$ cat config.mk
export PLATFORM = sky130hd
export DESIGN_NAME = ensc_temp
export DESIGN_NICKNAME = d
export VERILOG_FILES = /design/src/design/ensc_pkg.sv /design/src/design/ensc_temp.sv
export SDC_FILE = /design/constraint.sdc
export NUM_CORES = 2
export LEC_CHECK = 0
export ABC_AREA = 1
export BUFFER_PORTS_ARGS = -buffer_cell sky130_fd_sc_hd__clkbuf_2
export CAP_MARGIN = 10
export CORE_ASPECT_RATIO = 1.1
export CORE_MARGIN = 1
export CORE_UTILIZATION = 40
export DETAILED_ROUTE_END_ITERATION = 10
export PLACE_DENSITY_LB_ADDON = 0.3
export SETUP_SLACK_MARGIN = 0.5
export SYNTH_ARGS = -nofsm -noshare
export SYNTH_HDL_FRONTEND = slang
export SYNTH_SLANG_ARGS = --single-unit
export TNS_END_PERCENT = 20
$ cat constraint.sdc
create_clock -name clk -period 9.6 [get_ports clk]
set_clock_uncertainty 0.1 [all_clocks]
set_input_delay 0 -clock clk [delete_from_list [all_inputs] [get_ports clk]]
set_output_delay 0 -clock clk [all_outputs]
set_load 0.1 [all_outputs]
$ cat src/design/ensc_pkg.sv
package ensc_pkg;

  localparam int CFG_IDX_W  = 3;
  localparam int CFG_DATA_W = 48;

  localparam logic [CFG_IDX_W-1:0] REG_CAL_TEMP    = 3'd0;
  localparam logic [CFG_IDX_W-1:0] REG_CAL_PRESS_A = 3'd1;
  localparam logic [CFG_IDX_W-1:0] REG_CAL_PRESS_B = 3'd2;
  localparam logic [CFG_IDX_W-1:0] REG_CAL_PRESS_C = 3'd3;
  localparam logic [CFG_IDX_W-1:0] REG_CAL_HUM_A   = 3'd4;
  localparam logic [CFG_IDX_W-1:0] REG_CAL_HUM_B   = 3'd5;

  localparam int DIV_STEPS = 32;
  localparam int TEMP_LAT  = 4;
  localparam int HUM_LAT   = 11;
  localparam int PRESS_LAT = 11 + DIV_STEPS;

  localparam logic signed [31:0] HUM_T_OFS    = 32'sd76800;
  localparam logic signed [31:0] HUM_CLAMP    = 32'sd419430400;
  localparam logic signed [31:0] PRESS_BASE   = 32'sd1048576;
  localparam logic signed [31:0] PRESS_SCALE  = 32'sd3125;
  localparam logic signed [31:0] PRESS_T_OFS  = 32'sd64000;
  localparam logic signed [31:0] HUM_D_OFS    = 32'sd2097152;
  localparam logic signed [31:0] HUM_A_RND    = 32'sd16384;
  localparam logic signed [31:0] ONE_Q15      = 32'sd32768;
  localparam logic signed [31:0] HUM_E_RND    = 32'sd8192;
  localparam logic [9:0]         HUM_MILLI    = 10'd1000;

  typedef struct packed {
    logic [7:0] press_msb;
    logic [7:0] press_lsb;
    logic [7:0] press_xlsb;
    logic [7:0] temp_msb;
    logic [7:0] temp_lsb;
    logic [7:0] temp_xlsb;
    logic [7:0] hum_msb;
    logic [7:0] hum_lsb;
  } burst_t;

  typedef struct packed {
    logic signed [31:0] temperature_centi;
    logic [31:0]        pressure_pa;
    logic [16:0]        humidity_milli;
  } result_t;

  typedef struct packed {
    logic [47:0] cal_temp;
    logic [47:0] cal_press_a;
    logic [47:0] cal_press_b;
    logic [47:0] cal_press_c;
    logic [31:0] cal_hum_a;
    logic [31:0] cal_hum_b;
  } cal_t;

  typedef struct packed {
    logic signed [31:0] tf;
    logic signed [31:0] temp;
    logic [19:0]        adc_p;
    logic [15:0]        adc_h;
  } temp_res_t;

  typedef struct packed {
    logic zero;
    logic hi;
  } div_tag_t;

  function automatic logic signed [31:0] sx16(input logic [15:0] v);
    return {{16{v[15]}}, v};
  endfunction

  function automatic logic signed [31:0] sx12(input logic [11:0] v);
    return {{20{v[11]}}, v};
  endfunction

  function automatic logic signed [31:0] sx8(input logic [7:0] v);
    return {{24{v[7]}}, v};
  endfunction

endpackage

$ cat src/design/ensc_temp.sv
module ensc_temp (
  input  logic               clk,
  input  logic               rst,
  input  logic               in_vld,
  input  ensc_pkg::burst_t   burst,
  input  ensc_pkg::cal_t     cal,
  output logic               out_vld,
  output ensc_pkg::temp_res_t out
);
  import ensc_pkg::*;

  logic [19:0] adc_t;
  logic signed [31:0] t1, t2, t3, d1, x1;
  logic [TEMP_LAT-1:0] vld;
  logic signed [31:0] m1, xx1, a2, b2, tf3, tf4, temp4;
  logic [19:0] ap1, ap2, ap3, ap4;
  logic [15:0] ah1, ah2, ah3, ah4;

  always_comb begin
    adc_t = {burst.temp_msb, burst.temp_lsb, burst.temp_xlsb[7:4]};
    t1 = {16'b0, cal.cal_temp[15:0]};
    t2 = sx16(cal.cal_temp[31:16]);
    t3 = sx16(cal.cal_temp[47:32]);
    d1 = $signed({15'b0, adc_t[19:3]}) - (t1 <<< 1);
    x1 = $signed({16'b0, adc_t[19:4]}) - t1;
  end

  always_ff @(posedge clk) begin
    if (rst) begin
      vld <= '0;
    end else begin
      vld <= {vld[TEMP_LAT-2:0], in_vld};
    end
  end

  always_ff @(posedge clk) begin
    m1    <= d1 * t2;
    xx1   <= x1 * x1;
    ap1   <= {burst.press_msb, burst.press_lsb, burst.press_xlsb[7:4]};
    ah1   <= {burst.hum_msb, burst.hum_lsb};
    a2    <= m1 >>> 11;
    b2    <= (xx1 >>> 12) * t3;
    ap2   <= ap1;
    ah2   <= ah1;
    tf3   <= a2 + (b2 >>> 14);
    ap3   <= ap2;
    ah3   <= ah2;
    tf4   <= tf3;
    temp4 <= (tf3 + (tf3 <<< 2) + 32'sd128) >>> 8;
    ap4   <= ap3;
    ah4   <= ah3;
  end

  assign out_vld   = vld[TEMP_LAT-1];
  assign out.tf    = tf4;
  assign out.temp  = temp4;
  assign out.adc_p = ap4;
  assign out.adc_h = ah4;

endmodule

==> qor.txt <==
slowest CP cell = inv_1
Slew Viols, Final = 0
R2R Setup Slk = 3.10 ns
fin nets = 6307
dpl cell area = 42380 sq um
ANT nets after route = 0
largest net degree at the start of global routing = 27
synthesized flop and latch total = 296
Worst slew margin = 23.93%
Non-Filler Instances = 6165
layout cells sized above 1 = 7.058%
worst-case clock buffer depth = 3
Post-synth EDFFs = 0
area grow syn2layout = 9.243%
Die X = 304.4 um
initial antenna violation count = 1
worst r2r src = xx1[24]
Die ar. = 101900 sq um
total wire length = 100.1 mm
CP arrival = 7.70 ns
synth warn = 0
gpl congestion = 0.9146
Worst Hold Class = in2reg
Root Driver = clkbuf_16
Worst setup startpoint = burst[24]
global-route total usage across every layer = 20.44%
Routed WL per cell = 16.24 um
port buffer count = 204
first-pass GRT wire length = 165.9 mm
status = completed
Synth async-reset ratio = 0%
Final Instance Area = 43970 sq um
Crit Path Category = in2reg
Worst-path clk slew = 0.06 ns
drt via density = 4.826
Max stage delay on crit path = 0.58 ns
fin crit period = 7.367 ns
Register-to-Register Path Depth = 20
ys flop type = dfxtp_1
RSZ-0062 raised after global routing = false
critical-path maximum fanout = 22
WP data required = 9.93 ns
setup TNS = 0 ns
TritonCTS clock tree = yes
Starting Density = 40.52%
endpoints failing hold = 0
Iter 0 DRT Violations = 1483
Synth Instances = 4676
Die Ht = 334.7 um
Vias = 29.75k
vias in the first global route = 32.50k
fmax = 135.7 MHz
cts bufs inserted = 28
Resize count post-CTS = 0
syn avg cell area = 8.607 sq um
H-tree depth = 1
dpl cells = 6056
CP Capture Point = xx1[30]
first-pass iteration count of the detailed router = 5
Syn Std Cell Area = 40250 sq um
startpoint types = primary input
worst slew pin tran = 1.140 ns
clk_lat worst skew = 0.55 ns
num ports = 424
gr ovfl total = 0
RR Endpoint = b2[31]
Sink Count = 296
worst hold start = burst[56]
sequential share of the synthesized area = 14.72%
syn_nets = 6131
most used cell, CP = fa_1
HPWL after DPL = 81.58 mm
area of the core = 99320 sq um
Site Rows = 121
DRC viols = 0
ANT cells = 0
final setup fails = 0
Max-Cap Viols = 0
Yosys cell types = 53
period utilisation layout = 76.74%
CP endpoint kind = flip-flop
## area by class of cell
cell class	count	area, sq um
well taps	1291	1615
clock inverters	19	281.5
fillers	9774	55350
multi-input cells	2999	28970
flip-flops and latches	296	5926
inverters	1241	4661
repair buffers	286	1779
clock buffers	33	729.5
## through the flow
stage	hold slack, ns	setup slack (ns)	utilization [%]
after floorplan	-0.07228	2.982	-
after global placement	0.003420	1.845	42.68
after detailed placement	0.004081	1.742	42.68
after CTS	0.0001101	2.305	44.26
after global routing	0.006180	1.736	44.27
final	0.009085	2.233	44.27
## cell usage after synthesis (10+ instances only)
| master | number | share of area [%] |
|---|---|---|
| a21o_1 | 25 | 0.47 |
| a21oi_1 | 149 | 1.9 |
| a31oi_1 | 18 | 0.28 |
| buf_2 | 26 | 0.32 |
| buf_4 | 20 | 0.37 |
| clkbuf_1 | 80 | 0.75 |
| dfxtp_1 | 296 | 15 |
| fa_1 | 816 | 41 |
| ha_1 | 316 | 9.8 |
| inv_1 | 1224 | 11 |
| inv_2 | 10 | 0.093 |
| nand2_1 | 914 | 8.5 |
| nand2_2 | 10 | 0.16 |
| nand3_1 | 76 | 0.95 |
| nand4_1 | 14 | 0.22 |
| nor2_1 | 324 | 3.0 |
| nor3_1 | 22 | 0.27 |
| o21ai_0 | 73 | 0.91 |
| o21bai_1 | 15 | 0.28 |
| or2_2 | 25 | 0.39 |
| xnor2_1 | 42 | 0.91 |
| xor2_1 | 86 | 1.9 |
## critical path: cells and delay by family
kind | cells | cell delay (ns)
compound gates | 4 | 0.91
buf+inv | 6 | 1.13
fa+ha+maj | 9 | 3.99
simple gates | 9 | 1.52
xor+xnor | 1 | 0.14
## flip-flops by register name, summed over array words and instances (netlist names), 21 cells and up
name,flops
temp4,24
tf3,22
tf4,22
m1,21
a2,21
## worst min path at each step
stage,end,slack (ns),depth (start not counted)
3_5_place_dp,ap1[5],0.004,1
4_1_cts,ap1[11],0.0001,2
2_1_floorplan,ah1[0],-0.07,0
6_report,ap1[12],0.009,2
3_3_place_gp,ap1[1],0.003,1
5_1_grt,ap1[3],0.006,2
## layer usage
metal,vias to the layer above,GRT usage [%],part of all wire [%]
met3,209,3.786,6.9
met4,4,6.899,3.6
li1,13930,-,-
met5,-,0.6645,0.10
met2,900,36.18,49
met1,14710,24.84,41
## cells in the final DEF, fill, tap and decap left out, types with 76 or more instances in the layout
cell / Yosys / layout
nand3_1: 76 / 76
nor2_1: 324 / 324
a21oi_1: 149 / 149
ha_1: 316 / 316
fa_1: 816 / 816
dfxtp_1: 296 / 296
nand2_1: 914 / 914
xor2_1: 86 / 86
inv_1: 1224 / 1224
clkbuf_2: 0 / 204
## kinds of logic (layout without fill, tap and decap cells)
logic type,Yosys count,in the layout,synth area share (%)
AND/OR/NAND/NOR,1415,1415,14.09
buffers and inverters,1381,1579,13.28
adder cells (fa/ha/maj),1132,1132,50.41
flip-flops,296,296,14.72
AO/OA/AOI/OAI,322,322,4.626
XOR/XNOR,130,130,2.866
## timing repair
item	in CTS	in global routing
hold endpoints to repair	40	1
setup buffers	0	0
hold buffers	56	1
Power is left out: the tool's default activity adds up to more than one toggle a clock period on the data nets, which glitch-free logic cannot reach.
